File: config.mk
export PLATFORM = sky130hd
export DESIGN_NAME = quad_split_atlas_allocator
export DESIGN_NICKNAME = d
export VERILOG_FILES = /design/src/hw/rtl/qsaa_pkg.sv /design/src/hw/rtl/qsaa_ram.sv /design/src/hw/rtl/qsaa_ctrl.sv /design/src/hw/rtl/qsaa_datapath.sv /design/src/hw/rtl/quad_split_atlas_allocator.sv
export SDC_FILE = /design/constraint.sdc
export NUM_CORES = 1
export LEC_CHECK = 0
export BUFFER_PORTS_ARGS = -buffer_cell sky130_fd_sc_hd__buf_2
export CAP_MARGIN = 25
export CORE_ASPECT_RATIO = 0.5
export CORE_UTILIZATION = 35
export CTS_CLUSTER_SIZE = 25
export DETAILED_ROUTE_END_ITERATION = 8
export GPL_ROUTABILITY_DRIVEN = 1
export PLACE_DENSITY = 0.48
export SLEW_MARGIN = 5
export SYNTH_ARGS = -nofsm -noshare
export SYNTH_HDL_FRONTEND = slang
export SYNTH_HIERARCHICAL = 1
export SYNTH_SLANG_ARGS = --single-unit
export TNS_END_PERCENT = 5
File: constraint.sdc
create_clock -name clk -period 4.25 [get_ports clk]
set_input_delay 0.2125 -clock clk [delete_from_list [all_inputs] [get_ports clk]]
set_output_delay 0.2125 -clock clk [all_outputs]
set_load 0.02 [all_outputs]
File: src/hw/rtl/qsaa_pkg.sv
package qsaa_pkg;

    localparam int LEVELS     = 7;
    localparam int TOP_LEVEL  = 6;
    localparam int MAX_CLASS  = 4;
    localparam int MIN_SLOT   = 32;
    localparam int LIST_DEPTH = 4;
    localparam int BLOCK      = 2048;

    localparam int LVL_W   = 3;
    localparam int POS_W   = 2;
    localparam int CNT_W   = 3;
    localparam int SIDE_W  = 16;
    localparam int COORD_W = 12;
    localparam int SLOT_W  = 13;
    localparam int ENTRY_W = 2 * COORD_W;

    // The top level is never pushed to, so only the lower six levels need storage
    localparam int RAM_DEPTH = TOP_LEVEL * LIST_DEPTH;
    localparam int RAM_AW    = $clog2(RAM_DEPTH);

    typedef logic [LVL_W-1:0]   lvl_t;
    typedef logic [POS_W-1:0]   pos_t;
    typedef logic [CNT_W-1:0]   cnt_t;
    typedef logic [COORD_W-1:0] coord_t;
    typedef logic [ENTRY_W-1:0] entry_t;

    typedef enum logic [1:0] {
        ST_GRANTED    = 2'd0,
        ST_TOO_BIG    = 2'd1,
        ST_NO_SPACE   = 2'd2,
        ST_RESET_DONE = 2'd3
    } status_t;

    typedef enum logic [2:0] {
        S_IDLE,
        S_PREP,
        S_CLASS,
        S_FETCH,
        S_SPLIT,
        S_DONE
    } state_t;

    typedef struct packed {
        logic    capture;
        logic    atlas_rst;
        logic    take;
        logic    fetch;
        logic    split;
        logic    res_load;
        status_t res_code;
        logic    set_pending;
        logic    out_load;
    } cmd_t;

    typedef struct packed {
        logic reset_req;
        logic pending;
        logic too_big;
        logic no_space;
        logic at_class;
        logic last_quarter;
    } stat_t;

    function automatic coord_t slot_size(input lvl_t lvl);
        return coord_t'(MIN_SLOT) << lvl;
    endfunction

    // Corners of the top-level blocks in load order, entry is {y, x}
    function automatic entry_t top_block(input pos_t pos);
        entry_t e;
        case (pos)
            2'd0:    e = {coord_t'(0), coord_t'(0)};
            2'd1:    e = {coord_t'(BLOCK), coord_t'(BLOCK)};
            2'd2:    e = {coord_t'(0), coord_t'(BLOCK)};
            2'd3:    e = {coord_t'(BLOCK), coord_t'(0)};
            default: e = '0;
        endcase
        return e;
    endfunction

endpackage

File: src/hw/rtl/qsaa_ram.sv
module qsaa_ram #(
    parameter int WIDTH = 24,
    parameter int DEPTH = 24
) (
    input  logic                     clk,
    input  logic                     wr_en,
    input  logic [$clog2(DEPTH)-1:0] wr_addr,
    input  logic [WIDTH-1:0]         wr_data,
    input  logic [$clog2(DEPTH)-1:0] rd_addr,
    output logic [WIDTH-1:0]         rd_data
);

    logic [WIDTH-1:0] mem_reg [DEPTH];
    logic [WIDTH-1:0] rd_data_reg;

    always_ff @(posedge clk)
    begin
        if (wr_en)
        begin
            mem_reg[wr_addr] <= wr_data;
        end
        rd_data_reg <= mem_reg[rd_addr];
    end

    assign rd_data = rd_data_reg;

endmodule

File: src/hw/rtl/qsaa_ctrl.sv
module qsaa_ctrl
    import qsaa_pkg::*;
(
    input  logic  clk,
    input  logic  rst_n,
    input  logic  in_valid,
    output logic  in_ready,
    output logic  out_valid,
    input  logic  out_ready,
    input  stat_t stat,
    output cmd_t  cmd
);

    state_t state_reg, state_next;
    logic   out_valid_reg, out_valid_next;

    always_ff @(posedge clk or negedge rst_n)
    begin
        if (!rst_n)
        begin
            state_reg     <= S_IDLE;
            out_valid_reg <= 1'b0;
        end
        else
        begin
            state_reg     <= state_next;
            out_valid_reg <= out_valid_next;
        end
    end

    always_comb
    begin
        state_next = state_reg;
        cmd        = '0;
        cmd.res_code = ST_GRANTED;
        in_ready   = 1'b0;

        unique case (state_reg)
            S_IDLE:
            begin
                in_ready = 1'b1;
                if (in_valid)
                begin
                    cmd.capture = 1'b1;
                    state_next  = S_PREP;
                end
            end
            S_PREP:
            begin
                if (stat.reset_req)
                begin
                    cmd.atlas_rst = 1'b1;
                    cmd.res_load  = 1'b1;
                    cmd.res_code  = ST_RESET_DONE;
                    state_next    = S_DONE;
                end
                else
                begin
                    // restore the atlas after the last request refused for lack of space
                    cmd.atlas_rst = stat.pending;
                    state_next    = S_CLASS;
                end
            end
            S_CLASS:
            begin
                if (stat.too_big)
                begin
                    cmd.res_load = 1'b1;
                    cmd.res_code = ST_TOO_BIG;
                    state_next   = S_DONE;
                end
                else if (stat.no_space)
                begin
                    cmd.res_load    = 1'b1;
                    cmd.res_code    = ST_NO_SPACE;
                    cmd.set_pending = 1'b1;
                    state_next      = S_DONE;
                end
                else
                begin
                    cmd.take   = 1'b1;
                    state_next = S_FETCH;
                end
            end
            S_FETCH:
            begin
                cmd.fetch = 1'b1;
                if (stat.at_class)
                begin
                    cmd.res_load = 1'b1;
                    cmd.res_code = ST_GRANTED;
                    state_next   = S_DONE;
                end
                else
                begin
                    state_next = S_SPLIT;
                end
            end
            S_SPLIT:
            begin
                cmd.split = 1'b1;
                if (stat.last_quarter && stat.at_class)
                begin
                    cmd.res_load = 1'b1;
                    cmd.res_code = ST_GRANTED;
                    state_next   = S_DONE;
                end
            end
            S_DONE:
            begin
                if (!out_valid_reg || out_ready)
                begin
                    cmd.out_load = 1'b1;
                    state_next   = S_IDLE;
                end
            end
            default:
            begin
                state_next = S_IDLE;
            end
        endcase

        if (cmd.out_load)
        begin
            out_valid_next = 1'b1;
        end
        else if (out_ready)
        begin
            out_valid_next = 1'b0;
        end
        else
        begin
            out_valid_next = out_valid_reg;
        end
    end

    assign out_valid = out_valid_reg;

endmodule

File: src/hw/rtl/qsaa_datapath.sv
module qsaa_datapath
    import qsaa_pkg::*;
#(
    parameter int MAX_ATLAS = 4096
) (
    input  logic                     clk,
    input  logic                     rst_n,
    input  cmd_t                     cmd,
    output stat_t                    stat,
    input  logic                     cfg_big,
    input  logic                     req_type,
    input  logic [SIDE_W-1:0]        req_width,
    input  logic [SIDE_W-1:0]        req_height,
    output logic                     granted,
    output logic signed [SLOT_W-1:0] slot_x,
    output logic signed [SLOT_W-1:0] slot_y,
    output logic [1:0]               status
);

    localparam int   BLOCKS_PER_SIDE = (MAX_ATLAS + BLOCK - 1) / BLOCK;
    localparam cnt_t TOP_BLOCKS      = cnt_t'(BLOCKS_PER_SIDE * BLOCKS_PER_SIDE);

    logic              type_reg;
    logic [SIDE_W-1:0] w_reg, h_reg;
    cnt_t              cnt_reg  [LEVELS];
    cnt_t              cnt_next [LEVELS];
    pos_t              head_reg [LEVELS];
    pos_t              head_next[LEVELS];
    logic              pending_reg, big_reg;
    lvl_t              lvl_reg;
    pos_t              k_reg;
    coord_t            x_reg, y_reg;
    logic              top_reg;
    status_t           code_reg;

    logic              granted_reg;
    logic [SLOT_W-1:0] slot_x_reg, slot_y_reg;
    status_t           status_reg;

    logic [SIDE_W-1:0] side;
    lvl_t              cls, src;
    logic              cls_ovf, found;
    coord_t            s;
    entry_t            wr_data, rd_data, top_entry;
    logic [RAM_AW-1:0] wr_addr, rd_addr;
    pos_t              wr_pos;

    // Class from the larger side: the smallest level whose slot covers it
    always_comb
    begin
        side    = (w_reg > h_reg) ? w_reg : h_reg;
        cls     = lvl_t'(TOP_LEVEL);
        cls_ovf = 1'b1;
        for (int l = LEVELS - 1; l >= 0; l--)
        begin
            if (side <= (SIDE_W'(MIN_SLOT) << l))
            begin
                cls     = lvl_t'(l);
                cls_ovf = 1'b0;
            end
        end
    end

    // First non-empty level at or above the class
    always_comb
    begin
        src   = lvl_t'(TOP_LEVEL);
        found = 1'b0;
        for (int l = LEVELS - 1; l >= 0; l--)
        begin
            if (lvl_t'(l) >= cls && cnt_reg[l] != '0)
            begin
                src   = lvl_t'(l);
                found = 1'b1;
            end
        end
    end

    assign stat.reset_req    = type_reg;
    assign stat.pending      = pending_reg;
    assign stat.too_big      = cls_ovf || (cls > lvl_t'(MAX_CLASS))
                               || (cls == lvl_t'(MAX_CLASS) && !big_reg);
    assign stat.no_space     = !found;
    assign stat.at_class     = (lvl_reg == cls);
    assign stat.last_quarter = (k_reg == pos_t'(LIST_DEPTH - 1));

    assign top_entry = top_block(head_reg[TOP_LEVEL]);
    assign rd_addr   = {src, head_reg[src]};

    // Quarters after the first: the first keeps the corner and is popped at once
    always_comb
    begin
        s       = slot_size(lvl_reg);
        wr_pos  = head_reg[lvl_reg] + k_reg;
        wr_addr = {lvl_reg, wr_pos};
        unique case (k_reg)
            2'd1:    wr_data = {y_reg + s, x_reg};
            2'd2:    wr_data = {y_reg, x_reg + s};
            2'd3:    wr_data = {y_reg + s, x_reg + s};
            default: wr_data = {y_reg, x_reg};
        endcase
    end

    qsaa_ram #(
        .WIDTH(ENTRY_W),
        .DEPTH(RAM_DEPTH)
    ) u_slots (
        .clk    (clk),
        .wr_en  (cmd.split),
        .wr_addr(wr_addr),
        .wr_data(wr_data),
        .rd_addr(rd_addr),
        .rd_data(rd_data)
    );

    always_comb
    begin
        for (int l = 0; l < LEVELS; l++)
        begin
            cnt_next[l]  = cnt_reg[l];
            head_next[l] = head_reg[l];
        end
        if (cmd.atlas_rst)
        begin
            for (int l = 0; l < LEVELS; l++)
            begin
                cnt_next[l]  = '0;
                head_next[l] = '0;
            end
            cnt_next[TOP_LEVEL] = cfg_big ? TOP_BLOCKS : cnt_t'(1);
        end
        if (cmd.take)
        begin
            cnt_next[src]  = cnt_reg[src] - cnt_t'(1);
            head_next[src] = head_reg[src] + pos_t'(1);
        end
        if (cmd.split && stat.last_quarter)
        begin
            cnt_next[lvl_reg]  = cnt_t'(LIST_DEPTH - 1);
            head_next[lvl_reg] = head_reg[lvl_reg] + pos_t'(1);
        end
    end

    always_ff @(posedge clk or negedge rst_n)
    begin
        if (!rst_n)
        begin
            for (int l = 0; l < LEVELS; l++)
            begin
                cnt_reg[l]  <= (l == TOP_LEVEL) ? TOP_BLOCKS : '0;
                head_reg[l] <= '0;
            end
            pending_reg <= 1'b0;
            big_reg     <= 1'b1;
            type_reg    <= 1'b0;
            lvl_reg     <= '0;
            k_reg       <= '0;
            top_reg     <= 1'b0;
            code_reg    <= ST_GRANTED;
        end
        else
        begin
            for (int l = 0; l < LEVELS; l++)
            begin
                cnt_reg[l]  <= cnt_next[l];
                head_reg[l] <= head_next[l];
            end
            if (cmd.capture)
            begin
                type_reg <= req_type;
            end
            if (cmd.atlas_rst)
            begin
                pending_reg <= 1'b0;
                big_reg     <= cfg_big;
            end
            else if (cmd.set_pending)
            begin
                pending_reg <= 1'b1;
            end
            if (cmd.res_load)
            begin
                code_reg <= cmd.res_code;
            end
            if (cmd.take)
            begin
                lvl_reg <= src;
                top_reg <= (src == lvl_t'(TOP_LEVEL));
            end
            if (cmd.fetch && !stat.at_class)
            begin
                lvl_reg <= lvl_reg - lvl_t'(1);
                k_reg   <= pos_t'(1);
            end
            if (cmd.split)
            begin
                if (stat.last_quarter)
                begin
                    k_reg <= pos_t'(1);
                    if (!stat.at_class)
                    begin
                        lvl_reg <= lvl_reg - lvl_t'(1);
                    end
                end
                else
                begin
                    k_reg <= k_reg + pos_t'(1);
                end
            end
        end
    end

    always_ff @(posedge clk)
    begin
        if (cmd.capture)
        begin
            w_reg <= req_width;
            h_reg <= req_height;
        end
        if (cmd.take && src == lvl_t'(TOP_LEVEL))
        begin
            x_reg <= top_entry[COORD_W-1:0];
            y_reg <= top_entry[ENTRY_W-1:COORD_W];
        end
        if (cmd.fetch && !top_reg)
        begin
            x_reg <= rd_data[COORD_W-1:0];
            y_reg <= rd_data[ENTRY_W-1:COORD_W];
        end
        if (cmd.out_load)
        begin
            granted_reg <= (code_reg == ST_GRANTED);
            status_reg  <= code_reg;
            slot_x_reg  <= (code_reg == ST_GRANTED) ? {1'b0, x_reg} : '1;
            slot_y_reg  <= (code_reg == ST_GRANTED) ? {1'b0, y_reg} : '1;
        end
    end

    assign granted = granted_reg;
    assign slot_x  = $signed(slot_x_reg);
    assign slot_y  = $signed(slot_y_reg);
    assign status  = status_reg;

endmodule

File: src/hw/rtl/quad_split_atlas_allocator.sv
// Square-slot allocator for a texture atlas of 4096 or 2048 pixels (atlas_is_4096,
// taken whenever the atlas is reset). Requests are classed by their larger side into
// slots of 32 to 512 pixels; an empty class takes the front slot of the next larger
// non-empty class and splits it down, writing three quarters per level into the
// free-slot memory one per cycle. A granted word splits from 0 to 6 levels. The
// result sits in an output register and the next word is accepted the cycle after it
// is loaded there. One word is worked on at a time. A request refused for lack of
// space marks the atlas for reset, which the next allocate request performs first.
module quad_split_atlas_allocator
    import qsaa_pkg::*;
#(
    parameter int MAX_ATLAS = 4096
) (
    input  logic                     clk,
    input  logic                     rst_n,
    input  logic                     in_valid,
    output logic                     in_ready,
    input  logic                     req_type,
    input  logic [SIDE_W-1:0]        req_width,
    input  logic [SIDE_W-1:0]        req_height,
    output logic                     out_valid,
    input  logic                     out_ready,
    output logic                     granted,
    output logic signed [SLOT_W-1:0] slot_x,
    output logic signed [SLOT_W-1:0] slot_y,
    output logic [1:0]               status,
    input  logic                     cfg_valid,
    output logic                     cfg_ready,
    input  logic                     atlas_is_4096
);

    cmd_t  cmd;
    stat_t stat;
    logic  big_cfg_reg;

    assign cfg_ready = 1'b1;

    always_ff @(posedge clk or negedge rst_n)
    begin
        if (!rst_n)
        begin
            big_cfg_reg <= 1'b1;
        end
        else if (cfg_valid && cfg_ready)
        begin
            big_cfg_reg <= atlas_is_4096;
        end
    end

    qsaa_ctrl u_ctrl (
        .clk      (clk),
        .rst_n    (rst_n),
        .in_valid (in_valid),
        .in_ready (in_ready),
        .out_valid(out_valid),
        .out_ready(out_ready),
        .stat     (stat),
        .cmd      (cmd)
    );

    qsaa_datapath #(
        .MAX_ATLAS(MAX_ATLAS)
    ) u_dp (
        .clk       (clk),
        .rst_n     (rst_n),
        .cmd       (cmd),
        .stat      (stat),
        .cfg_big   (big_cfg_reg),
        .req_type  (req_type),
        .req_width (req_width),
        .req_height(req_height),
        .granted   (granted),
        .slot_x    (slot_x),
        .slot_y    (slot_y),
        .status    (status)
    );

endmodule

# Word level (Yosys, flattened, before mapping)
# Memories as Yosys holds them, arrays and structs flattened. A register that Yosys moved wholly into a read port is not among the register bits.
# Index checks and enable logic that the tools add are counted.
# op_classes
n_addsub	8
order_cmp	20
eq_ne	17
shift	1
mux	104
n_bitwise	5
reduce_logical	37
# ops
cell	n
one-hot mux 24 bit (4 select lines)	1
2-to-1 mux 3 bit	28
one-hot mux 24 bit (3 select lines)	1
2-to-1 mux 21 bit	3
2-to-1 mux 12 bit	4
2-to-1 mux 14 bit	3
2-to-1 mux 1 bit	35
bitwise mux 14 bit	2
2-to-1 mux 13 bit	2
2-to-1 mux 2 bit	13
adder 12 bit	2
bitwise mux 21 bit	1
nonzero test 3 bit	7
demux 3 bit (select 3 bit)	2
one-hot mux 3 bit (6 select lines)	1
greater-than comparator 16 bit	1
less-or-equal comparator 16 x 10 -> 1 bit (second input constant)	1
less-or-equal comparator 16 x 11 -> 1 bit (second input constant)	1
less-or-equal comparator 16 x 12 -> 1 bit (second input constant)	1
less-or-equal comparator 16 x 6 -> 1 bit (second input constant)	1
less-or-equal comparator 16 x 7 -> 1 bit (second input constant)	1
less-or-equal comparator 16 x 8 -> 1 bit (second input constant)	1
less-or-equal comparator 16 x 9 -> 1 bit (second input constant)	1
2-to-1 mux 16 bit	1
34 further kinds	78
# totals
register_bits	136
ram_bits	576
input_bits	39
output_inout_bits	32
mem_count	1
# mem_list
memory	depth	width	rd	rd_clocked_by_memory_dff	wr	line_no	text
u_dp.u_slots.mem_reg	24	24	1	1	1	qsaa_ram.sv:13	logic [WIDTH-1:0] mem_reg [DEPTH];

# Depth between registers and ports, before layout
# Gate-level depths: netlist of run 1.
# depth
word_depth	26
depth_mapped	24
mapped_depth_nobuf	21

# Cells and area by module
# The synthesis of run 1 kept the hierarchy.
# by_module_without_submodules
module	instances	cells_each	area_per_inst_um2	seq_area_each_um2
qsaa_ram	1	1065	22745.6	17777.0
qsaa_datapath	1	720	7733.7	3676.0
qsaa_ctrl	1	44	352.8	100.1
quad_split_atlas_allocator	1	4	52.6	26.3

# Least setup slack after synthesis of run 1
# OpenSTA, ideal clock, no wires.
# synth_path
path_kind	register -> register
startpoint	reg u_dp.h_reg[15]
endpoint	reg u_dp/cnt_reg[2] in the netlist's numbering
setup_ns	0.078
arrival_ns	4.361
path_slack_ns	-0.188
path_stages_with_launch	23
path_buffers	2
path_cell_list	edfxtp_1 -> inv_1 -> ha_1 -> nand4_2 -> nor4_2 -> and4_1 -> buf_2 -> or4_1 -> nor2_1 -> o21ai_2 -> a21boi_4 -> o21a_1 -> buf_2 -> mux2i_1 -> o311ai_2 -> inv_1 -> ha_1 -> inv_1 -> nor2_1 -> a221o_1 -> a211oi_4 -> mux2i_1 -> and2_1
# synth_rtl
element	line_no	text
start, declared	qsaa_datapath.sv:24	logic [SIDE_W-1:0] w_reg, h_reg;
start signal, assigned	qsaa_datapath.sv:218	h_reg <= req_height;
end signal, assigned by index	qsaa_datapath.sv:150	cnt_reg[l] <= (l == TOP_LEVEL) ? TOP_BLOCKS : '0;
end signal, assigned by index	qsaa_datapath.sv:165	cnt_reg[l] <= cnt_next[l];
end, declared	qsaa_datapath.sv:25	cnt_t cnt_reg [LEVELS];

# Worst setup path in the final report of run 1
# layout_path
startpoint	reg u_dp.h_reg[9]
endpoint	reg u_dp.u_slots.rd_data_reg[9], in the netlist u_dp/u_slots/rd_data[9] (read register of u_dp.u_slots.mem_reg)
# layout_between
elab_chain_len	21
word_cells_on_any_way	36
cone_classes	13 x order compare; 16 x mux; 1 x bitwise; 6 x reduce/logical
# layout_lines
element	line_no	text
greater-than comparator 16 bit	qsaa_datapath.sv:51	side = (w_reg > h_reg) ? w_reg : h_reg;
2-to-1 mux 16 bit (*)	qsaa_datapath.sv:51	
less-or-equal comparator 16 x 11 -> 1 bit	qsaa_datapath.sv:56	if (side <= (SIDE_W'(MIN_SLOT) << l))
2-to-1 mux 2 bit (2 in series)	qsaa_datapath.sv:56	
2-to-1 mux 3 bit (3 in series)	qsaa_datapath.sv:56	
2-to-1 mux 3 bit (*)	qsaa_datapath.sv:56	
>= comparator 3 bit	qsaa_datapath.sv:71	if (lvl_t'(l) >= cls && cnt_reg[l] != '0)
logical AND 1 bit	qsaa_datapath.sv:71	
2-to-1 mux 2 bit (2 in series)	qsaa_datapath.sv:71	
2-to-1 mux 3 bit (3 in series)	qsaa_datapath.sv:71	
2-to-1 mux 3 bit (*)	qsaa_datapath.sv:71	
NOT 3 -> 4 bit (not written as such) (*)	qsaa_datapath.sv:88	assign rd_addr = {src, head_reg[src]};
binary-select mux 2 bit (select 3 bit) (*)	qsaa_datapath.sv:88	
2-to-1 mux 2 bit (not written as such) (*) (2 in series)	qsaa_datapath.sv:88	
named net u_dp.rd_addr[0]	qsaa_datapath.sv:45	logic [RAM_AW-1:0] wr_addr, rd_addr;
end, declared	qsaa_ram.sv:14	logic [WIDTH-1:0] rd_data_reg;
# Mark *: on every way through the listed nets, which the timed path passes. The rest lies on a longest branch. The select of a mux whose other input is x is not followed.
# A chain may end at the register's enable or synchronous reset.

==> impl_metrics.toml, run 1 <==
[cells_and_area]
fillers = 7704
drive_gt1_frac = 0.300
final_nets = 2261
utilization = 0.437
final_cell_mix = "edfxtp_1 (660), buf_4 (213), mux2i_1 (133)"
final_common_cell = "edfxtp_1"
finalNonFillerCells = 3408
final_cell_area_mm2 = 0.0379
syn_to_final_growth_pct = 22.7
largest_reg_flops = 576

[sta]
fin_crit_sh = 1.01
setup_violations = 6
fin_ws_ns = -0.0309
hold_violations = 0
rsz0062_at_grt = "yes"
skew_ns = 0.0322
relSlewSlack = 0.325
fmax_mhz = 234
worstMarginPinSlew_ns = 1.01
hold_slack_ns = 0.247
period_needed_ns = 4.28
slew_viol_final = 0

[worst_setup_path]
worst-endpoint-required_ns = 4.77
critical_path_arrival_ns = 4.80
worstPathMaxFanout = 8
critPathSlowestCell = "or4_1"
critPathLaunchType = "flip-flop"
cp_common_cell = "buf_4"
path_cells = "buf_4 > or4_1 > or4_1 > a21oi_4 > a41oi_2 > a21boi_4 > buf_12 > mux2i_1 > o2bb2ai_1 > a31o_4 > clkinv_8 > buf_12 > buf_16 > buf_4 > mux4_2 > mux2i_1 > buf_4 > o311ai_1"
crit_path_max_incr_delay_ns = 0.57
endpoint_kind = "flip-flop"
path_class = "flip-flop to flip-flop"

[power_and_ir_drop]
leakage_uw = 0.0125
p_per_area_mw_per_mm2 = 620
peakVddDrop_v = 0.000262

[synth]
syn_nets = 1916
synth_cell_type_count = 95
ys_seq_area_frac = 0.699
ys.flop_type = "edfxtp_1"
synth_edf_count = 660
synth_warnings = 6
yosysTopAreaCellShare = 0.642
ys_async_sr_fraction = 0.0694
syn_area_mm2 = 0.0309
synth_seq_cells = 735
avgSynthCellArea_um2 = 16.8
synth.largest_area_cell = "edfxtp_1"
postSynthCellCount = 1833
synth_area_leaders = "edfxtp_1 (64%), mux4_2 (7.1%), mux2i_1 (4.4%)"

[placed_design]
preCtsSetupSlack_ns = -0.284
placed_cell_area_mm2 = 0.0345
place_inst = 3214
gp_congestion = 0.853
dp.final_hpwl_mm = 52.8
io_buffers = 69

[clock_network]
root_buffer = "clkbuf_16"
cts_made_buffers = 71
cts_tree = "done"
clock_path_buffers = 3
clock_latency_ns = 0.66
numClockSinks = 735
clk_pin_slew_ns = 0.07
h-tree-depth = 3

[drt]
vias = 18100
drc_errors = 0
antenna_left = 0
routed_wl_mm = 88.4
wl_per_cell_um = 25.9
drtIter0Drc = 1654
dr.pass1.iters = 5
viasPerCell = 5.30

[die]
die_y_um = 212
die_area_mm2 = 0.0895
rows = 76
io_pins = 71
initial_core_util = 0.356
core_area_mm2 = 0.0867
die_width_um = 422

[flow_run]
maxCapViolCount = 0

[global_routing]
antenna_found_initial = 1
grt_pass1_wl_mm = 128
grt_max_degree = 73
first_global_vias = 18100
grt_use_total = 0.199
grt_overflow = 0

[outcome]
status = "finished, violations left"
violations = "setup timing"

[worst_hold_path]
worstHoldPathType = "input port to asynchronous set/reset pin"
## timing repair
action,4_1_cts,5_1_grt
endpoints found under the setup margin,60,72
hold endpoints to repair,85,0
pin swaps,24,2
cloned,1,2
gates resized for setup,47,20
hold buffers,38,0
setup buffers,12,7
## kinds of logic after synthesis
group	share of synthesized area
xor+xnor	0.00571
simple gates	0.0651
fa+ha+maj	0.0183
mux	0.119
compound gates	0.0679
other cells	0.000121
flops	0.699
buf+inv	0.0252
## layer usage
layer  vias to the layer above  wire length (um)  track usage
met5                         -                 0            0
met4                         0              1680       0.0490
met3                       116              5140       0.0332
met2                       536             40300        0.310
met1                      9409             41200        0.289
li1                       8011                 -            -
## worst paths after layout
kind | endpoint | slack (ns) | from | cells after the start
setup / recovery | u_dp/u_slots/rd_data[9]$_DFF_P_ | -0.03 | u_dp/h_reg[9]$_DFFE_PP_ | 18
min in group clk | u_dp/w_reg[14]$_DFFE_PP_ | 0.28 | req_width[14] | 2
max in group asynchronous | u_dp/cnt_reg[12]$_DFF_PN0_ | 3.51 | rst_n | 3
hold / removal | u_dp/head_reg[11]$_DFF_PN0_ | 0.25 | rst_n | 3
setup reg to reg | u_dp/u_slots/rd_data[9]$_DFF_P_ | -0.03 | u_dp/h_reg[9]$_DFFE_PP_ | 18
hold reg to reg | u_dp/big_reg$_DFFE_PN1P_ | 0.48 | u_dp/big_reg$_DFFE_PN1P_ | 2
## cells in the mapped netlist, drive strengths merged, types with 10 or more instances
master and count:
a21oi 27, a22o 15, a22oi 26, a2bb2oi 24, and2 30, buf 57
clkbuf 41, dfrtp 48, dfxtp 24, edfxtp 660, ha 42, inv 46
mux2 10, mux2i 137, mux4 97, nand2 58, nand2b 10, nand3 53
nand4 17, nor2 82, nor2b 24, nor3 18, o211ai 47, o21ai 50
o311ai 26, or3 32, xnor2 12
## report_power, final
| group | switching [uW] | leakage (uW) | internal (uW) |
|---|---|---|---|
| clock network | 2830 | 0.00117 | 3670 |
| registers | 447 | 0.00679 | 10200 |
| logic | 4070 | 0.00451 | 2310 |
## through the flow
step | power, uW | TNS (ns)
after floorplan | 14100 | -0.134
after global placement | 16800 | -4.91
after detailed placement | 16900 | -6.84
after CTS | 23600 | -0.0173
after global routing | 24500 | -5.56
final | 23500 | -0.0837
## final cells by class
class,count,area [um^2],share of cell area
Clock buffer,99,2030,0.0535
Timing Repair Buffer,370,3220,0.0851
Inverter,48,193,0.00509
Sequential cell,735,21600,0.570
Tap cell,1170,1460,0.0386
Antenna cell,1,2.50,0.0000661
Clock inverter,33,354,0.00935
Multi-Input combinational cell,952,9040,0.239
## critical path, delay by kind of cell, from the launching register on
kind                   cells  cell delay (ns)
AND/OR/NAND/NOR            2             1.05
buffers and inverters      7             1.00
flip-flops                 1             0.40
multiplexers               3             0.72
AO/OA/AOI/OAI              6             0.98
(Power assumes the default switching activity.)
==> run 2: changes to the inputs <==
--- a/config.mk
+++ b/config.mk
@@ -12,7 +12,7 @@
 export CTS_CLUSTER_SIZE = 25
 export DETAILED_ROUTE_END_ITERATION = 8
 export GPL_ROUTABILITY_DRIVEN = 1
-export PLACE_DENSITY = 0.48
+export PLACE_DENSITY_LB_ADDON = 0.25
 export SLEW_MARGIN = 5
 export SYNTH_ARGS = -nofsm -noshare
 export SYNTH_HDL_FRONTEND = slang
==> run 2 against run 1 <==
Effect of this change: the flow still finishes with violations (setup timing); hold slack better by 0.012 ns; power is 0.15% lower; die area stayed put; sequential share of layout area is 0.41 points lower; worst setup slack worse by 0.27 ns; critical path depth is 1 higher; highest routed layer unchanged; critical path type unchanged; final cell count is 0.15% higher.
==> impl_metrics.toml, run 2 (same netlist as run 1, synthesis figures left out) <==
[drt]
dr.pass1.iters = 5
drc_errors = 0
routed_wl_mm = 85.3
viasPerCell = 5.32
drtIter0Drc = 1618
antenna_left = 0
wl_per_cell_um = 25.0
vias = 18200

[global_routing]
grt_max_degree = 64
grt_use_total = 0.189
grt_pass1_wl_mm = 123
antenna_found_initial = 3
grt_overflow = 0
first_global_vias = 18300

[worst_setup_path]
worstPathMaxFanout = 7
rrSetupSlack_ns = -0.30
path_class = "flip-flop to flip-flop"
worst-endpoint-required_ns = 4.79
critical_path_arrival_ns = 5.08
critPathLaunchType = "flip-flop"
crit_path_max_incr_delay_ns = 0.46
path_cells = "ha_4 > nand4_1 > nor4_4 > a21boi_4 > and3b_2 > nor3_4 > a31oi_4 > buf_4 > o21ai_1 > inv_1 > o21ai_1 > o21ai_1 > ha_2 > buf_4 > buf_4 > a221o_1 > a211oi_4 > mux2i_1 > and2_1"
endpoint_kind = "flip-flop"
critPathSlowestCell = "edfxtp_1"

[cells_and_area]
drive_gt1_frac = 0.303
final_cell_area_mm2 = 0.0382
final_cell_mix = "edfxtp_1 (660), buf_4 (199), mux2i_1 (134)"
fillers = 7583
final_common_cell = "edfxtp_1"
finalNonFillerCells = 3413
syn_to_final_growth_pct = 23.5
final_nets = 2266
largest_reg_flops = 576

[power_and_ir_drop]
leakage_uw = 0.0126
combinationalPowerShare = 0.282
p_switching_uw = 7340
p_sw_frac = 0.313
peakVddDrop_v = 0.000332
p_per_area_mw_per_mm2 = 615
seq_power_share = 0.451
p_total_uw = 23500
clkPwrFrac = 0.268
p_int_uw = 16100

[sta]
fmax_mhz = 220
skew_ns = 0.0367
relSlewSlack = 0.355
fin_ws_ns = -0.297
setup_violations = 34
fin_crit_sh = 1.07
period_needed_ns = 4.55
hold_violations = 0
worstMarginPinSlew_ns = 0.966
hold_slack_ns = 0.258
rsz0062_at_grt = "yes"
slew_viol_final = 0

[die]
io_pins = 71
die_width_um = 422
initial_core_util = 0.356
die_y_um = 212
rows = 76
die_area_mm2 = 0.0895
core_area_mm2 = 0.0867

[clock_network]
h-tree-depth = 3
cts_made_buffers = 73
numClockSinks = 735
clock_latency_ns = 0.64
root_buffer = "clkbuf_16"
clock_path_buffers = 3
clk_pin_slew_ns = 0.06
cts_tree = "done"

[placed_design]
io_buffers = 69
dp.final_hpwl_mm = 50.9
gp_congestion = 0.888
place_inst = 3198
placed_cell_area_mm2 = 0.0345
preCtsSetupSlack_ns = -0.430

[flow_run]
maxCapViolCount = 0

[outcome]
violations = "setup timing"
status = "finished, violations left"

[worst_hold_path]
worstHoldPathType = "input port to asynchronous set/reset pin"
==> run 2: cell count changes in the layout (fill, tap and decap cells not counted), sizes merged <==
| cell | previous run | this run |
|---|---|---|
| bufinv | 5 | 2 |
| buf | 330 | 332 |
| clkinvlp | 0 | 2 |
| clkbuf | 101 | 104 |
| bufbuf | 0 | 1 |
==> run 2: path summary, 6_finish.rpt <==
path / depth (start not counted) / to / start
min in group clk: 2 / u_dp/w_reg[3]$_DFFE_PP_ / req_width[3]
hold reg to reg: 2 / u_dp/big_reg$_DFFE_PN1P_ / u_dp/big_reg$_DFFE_PN1P_
max in group asynchronous: 3 / u_ctrl/state_reg[1]$_DFFE_PN0P_ / rst_n
setup reg to reg: 19 / u_dp/cnt_reg[2]$_DFF_PN1_ / u_dp/w_reg[9]$_DFFE_PP_
hold / removal: 3 / u_dp/cnt_reg[3]$_DFF_PN0_ / rst_n
setup / recovery: 19 / u_dp/cnt_reg[2]$_DFF_PN1_ / u_dp/w_reg[9]$_DFFE_PP_
==> run 2: through the flow <==
stage,util,setup TNS [ns]
2_1_floorplan,-,-0.134
3_3_place_gp,0.398,-18.46
3_5_place_dp,0.398,-17.63
4_1_cts,0.436,-6.10
5_1_grt,0.440,-10.97
6_report,0.440,-5.34
==> run 2: worst max-delay path: cells and delay by family (launching register included) <==
family	cells	cell delay (ns)
AO/OA/AOI/OAI	7	1.53
adder cells (fa/ha/maj)	2	0.53
buffers and inverters	4	0.57
flip-flops	1	0.46
multiplexers	1	0.14
AND/OR/NAND/NOR	5	1.24
==> run 2: cell type report <==
type | instances | area (um^2) | share of cell area
repair buffers | 373 | 3470 | 0.0910
clock inverters | 32 | 267 | 0.00698
inverters | 48 | 193 | 0.00505
diodes | 1 | 2.50 | 0.0000656
multi-input cells | 952 | 9140 | 0.240
flip-flops and latches | 735 | 21600 | 0.566
clock buffers | 102 | 2040 | 0.0534
well taps | 1170 | 1460 | 0.0384
==> run 2: routing by layer <==
| layer | part of all wire | global-route usage | routed length (um) |
|---|---|---|---|
| met1 | 0.44 | 0.264 | 37300 |
| met2 | 0.47 | 0.305 | 39800 |
| met3 | 0.074 | 0.0340 | 6340 |
| met4 | 0.022 | 0.0507 | 1840 |
| met5 | 0 | 0 | 0 |
==> run 2: power by group through the flow <==
stage / sequential [uW] / clock (uW) / combinational, uW
final: 10600 / 6280 / 6610
after global routing: 10600 / 6670 / 7120
after CTS: 10600 / 6400 / 6410
after detailed placement: 10700 / 0 / 6100
after global placement: 10700 / 0 / 5970
after floorplan: 10600 / 0 / 3520
==> run 2: repair_timing <==
item / 4_1_cts / 5_1_grt
gates resized for setup: 55 / 57
hold buffers: 38 / 0
buffers inserted: 33 / 9
gates cloned: 2 / 2
endpoints found under the setup margin: 76 / 82
endpoints found under the hold margin: 84 / 0
pin swaps: 33 / 31
==> run 3: changes to the inputs <==
--- a/config.mk
+++ b/config.mk
@@ -7,7 +7,7 @@
 export LEC_CHECK = 0
 export BUFFER_PORTS_ARGS = -buffer_cell sky130_fd_sc_hd__buf_2
 export CAP_MARGIN = 25
-export CORE_ASPECT_RATIO = 0.5
+export CORE_ASPECT_RATIO = 0.9
 export CORE_UTILIZATION = 35
 export CTS_CLUSTER_SIZE = 25
 export DETAILED_ROUTE_END_ITERATION = 8
==> run 3 against run 2 <==
Effect of this change: the flow finishes with violations (DRC, setup timing); non-clock buffer count is 4 higher; final cell count is 0.23% lower; core utilization is 0.44 points higher; sequential share of layout area is 0.52 points lower; first-iteration DRC count is 11% lower; global-route usage is 1.2 points lower; clock power is 11% higher; combinational power hardly changed; via count is 0.88% lower; worst setup slack better by 0.051 ns.
==> impl_metrics.toml, run 3 (same netlist as run 1, synthesis figures left out) <==
[outcome]
status = "finished, violations left"
violations = "DRC, setup timing"

[drt]
wl_per_cell_um = 23.3
viasPerCell = 5.28
dr.pass1.iters = 9
drtIter0Drc = 1436
drc_errors = 11
vias = 18000
antenna_left = 0
routed_wl_mm = 79.4

[die]
io_pins = 71
rows = 102
die_y_um = 284
die_area_mm2 = 0.0894
initial_core_util = 0.356
die_width_um = 315
core_area_mm2 = 0.0867

[sta]
hold_violations = 0
fmax_mhz = 222
fin_crit_sh = 1.06
skew_ns = 0.0235
worstMarginPinSlew_ns = 1.01
setup_violations = 31
slew_viol_final = 0
rsz0062_at_grt = "yes"
period_needed_ns = 4.50
relSlewSlack = 0.324
fin_ws_ns = -0.246

[cells_and_area]
largest_reg_flops = 576
final_cell_mix = "edfxtp_1 (660), buf_4 (204), mux2i_1 (124)"
final_common_cell = "edfxtp_1"
fillers = 7521
utilization = 0.444
syn_to_final_growth_pct = 24.7
n_antenna_cell = 0
drive_gt1_frac = 0.323
final_nets = 2277

[placed_design]
dp.final_hpwl_mm = 50.3
gp_congestion = 0.900
io_buffers = 69

[clock_network]
cts_made_buffers = 80
clock_path_buffers = 3
h-tree-depth = 3
cts_tree = "done"
clk_pin_slew_ns = 0.06
numClockSinks = 735
clock_latency_ns = 0.63
root_buffer = "clkbuf_16"

[worst_setup_path]
critPathSlowestCell = "mux4_2"
path_cells = "inv_1 > ha_1 > nand2_2 > nor4_4 > buf_4 > and4_4 > or4_4 > nor2_4 > o21ai_2 > a21boi_4 > buf_6 > nand4_1 > a31o_4 > clkinv_8 > buf_16 > buf_12 > buf_6 > mux4_2 > mux2i_4 > o311ai_2"
cp_common_cell = "buf_6"
endpoint_kind = "flip-flop"
cpLargestDelayFamily = "simple AND/OR/NAND/NOR gates"
worstPathMaxFanout = 8
worst-endpoint-required_ns = 4.74
path_class = "flip-flop to flip-flop"
cp_num_buf_inv = 7
critPathLaunchType = "flip-flop"
critical_path_arrival_ns = 4.98
crit_path_max_incr_delay_ns = 0.53

[power_and_ir_drop]
leakage_uw = 0.0128
peakVddDrop_v = 0.000338
p_per_area_mw_per_mm2 = 628
p_total_uw = 24200

[global_routing]
grt_pass1_wl_mm = 119
first_global_vias = 18300
antenna_found_initial = 2
grt_max_degree = 51
grt_use_total = 0.177
grt_overflow = 0

[flow_run]
maxCapViolCount = 0

[worst_hold_path]
worstHoldPathType = "input port to asynchronous set/reset pin"
-- run 3: cell count changes in the layout (fill, tap and decap cells not counted), sizes merged --
cell	previous run	this run
buf	332	335
bufinv	2	9
clkbuf	104	95
clkinv	28	40
clkinvlp	2	3
diode	1	0
dlygate4sd3	38	39
inv	48	52
-- run 3: final timing paths --
kind,from,end,slack (ns),cells after the start
max,u_dp/h_reg[7]$_DFFE_PP_,u_dp/u_slots/rd_data[1]$_DFF_P_,-0.25,20
min,rst_n,u_dp/big_reg$_DFFE_PN1P_,0.06,2
max reg2reg,u_dp/h_reg[7]$_DFFE_PP_,u_dp/u_slots/rd_data[1]$_DFF_P_,-0.25,20
min reg2reg,u_dp/big_reg$_DFFE_PN1P_,u_dp/big_reg$_DFFE_PN1P_,0.49,2
max in group asynchronous,rst_n,u_dp/cnt_reg[20]$_DFF_PN0_,3.49,3
min in group clk,req_width[4],u_dp/w_reg[4]$_DFFE_PP_,0.29,2
-- run 3: metrics by stage --
stage	hold slack, ns	cells	setup slack (ns)	instance area, um^2	TNS (ns)
final	0.0636	3405	-0.246	38500	-5.17
after global routing	0.0783	3405	-0.365	38500	-9.35
after CTS	0.0247	3389	-0.220	38100	-4.55
after detailed placement	0.0599	3190	-0.557	34600	-11.07
after global placement	0.0483	3189	-0.495	34500	-9.11
after floorplan	-0.0831	1833	-0.00871	30900	-0.134
-- run 3: cell type report --
type / instances / area [um^2] / share of cell area
flip-flops and latches: 735 / 21600 / 0.560
inverters: 48 / 193 / 0.00500
repair buffers: 377 / 3460 / 0.0898
clock buffers: 93 / 2090 / 0.0544
well taps: 1144 / 1430 / 0.0372
multi-input cells: 952 / 9200 / 0.239
clock inverters: 56 / 554 / 0.0144
-- run 3: power by group --
part | internal, uW | switching, uW | total [uW]
logic | 2410 | 4210 | 6620
clock network | 4110 | 2890 | 6990
registers | 10200 | 406 | 10600
-- run 3: routing by layer --
metal	GRT usage	share of wire	vias up	routed length [um]
met2	0.262	0.44	543	35100
met5	0	0	-	0
met4	0.0467	0.018	0	1450
li1	-	-	8039	-
met1	0.268	0.48	9311	37800
met3	0.0299	0.063	98	5010
-- run 3: worst register-to-register path, stage by stage, from the launching register on --
cell      delay, ns
edfxtp_1       0.46
inv_1          0.10
ha_1           0.25
nand2_2        0.11
nor4_4         0.06
buf_4          0.13
and4_4         0.18
or4_4          0.52
nor2_4         0.21
o21ai_2        0.10
a21boi_4       0.22
buf_6          0.14
nand4_1        0.11
a31o_4         0.29
clkinv_8       0.10
buf_16         0.17
buf_12         0.16
buf_6          0.13
mux4_2         0.53
mux2i_4        0.28
o311ai_2       0.12
-- run 3: timing repair --
| action | 4_1_cts | 5_1_grt |
|---|---|---|
| gates cloned | 1 | 2 |
| hold endpoints to repair | 86 | 0 |
| endpoints found under the setup margin | 33 | 67 |
| pin swaps | 27 | 25 |
| resized for setup | 71 | 52 |
| hold buffers | 39 | 0 |
| buffers inserted | 10 | 13 |
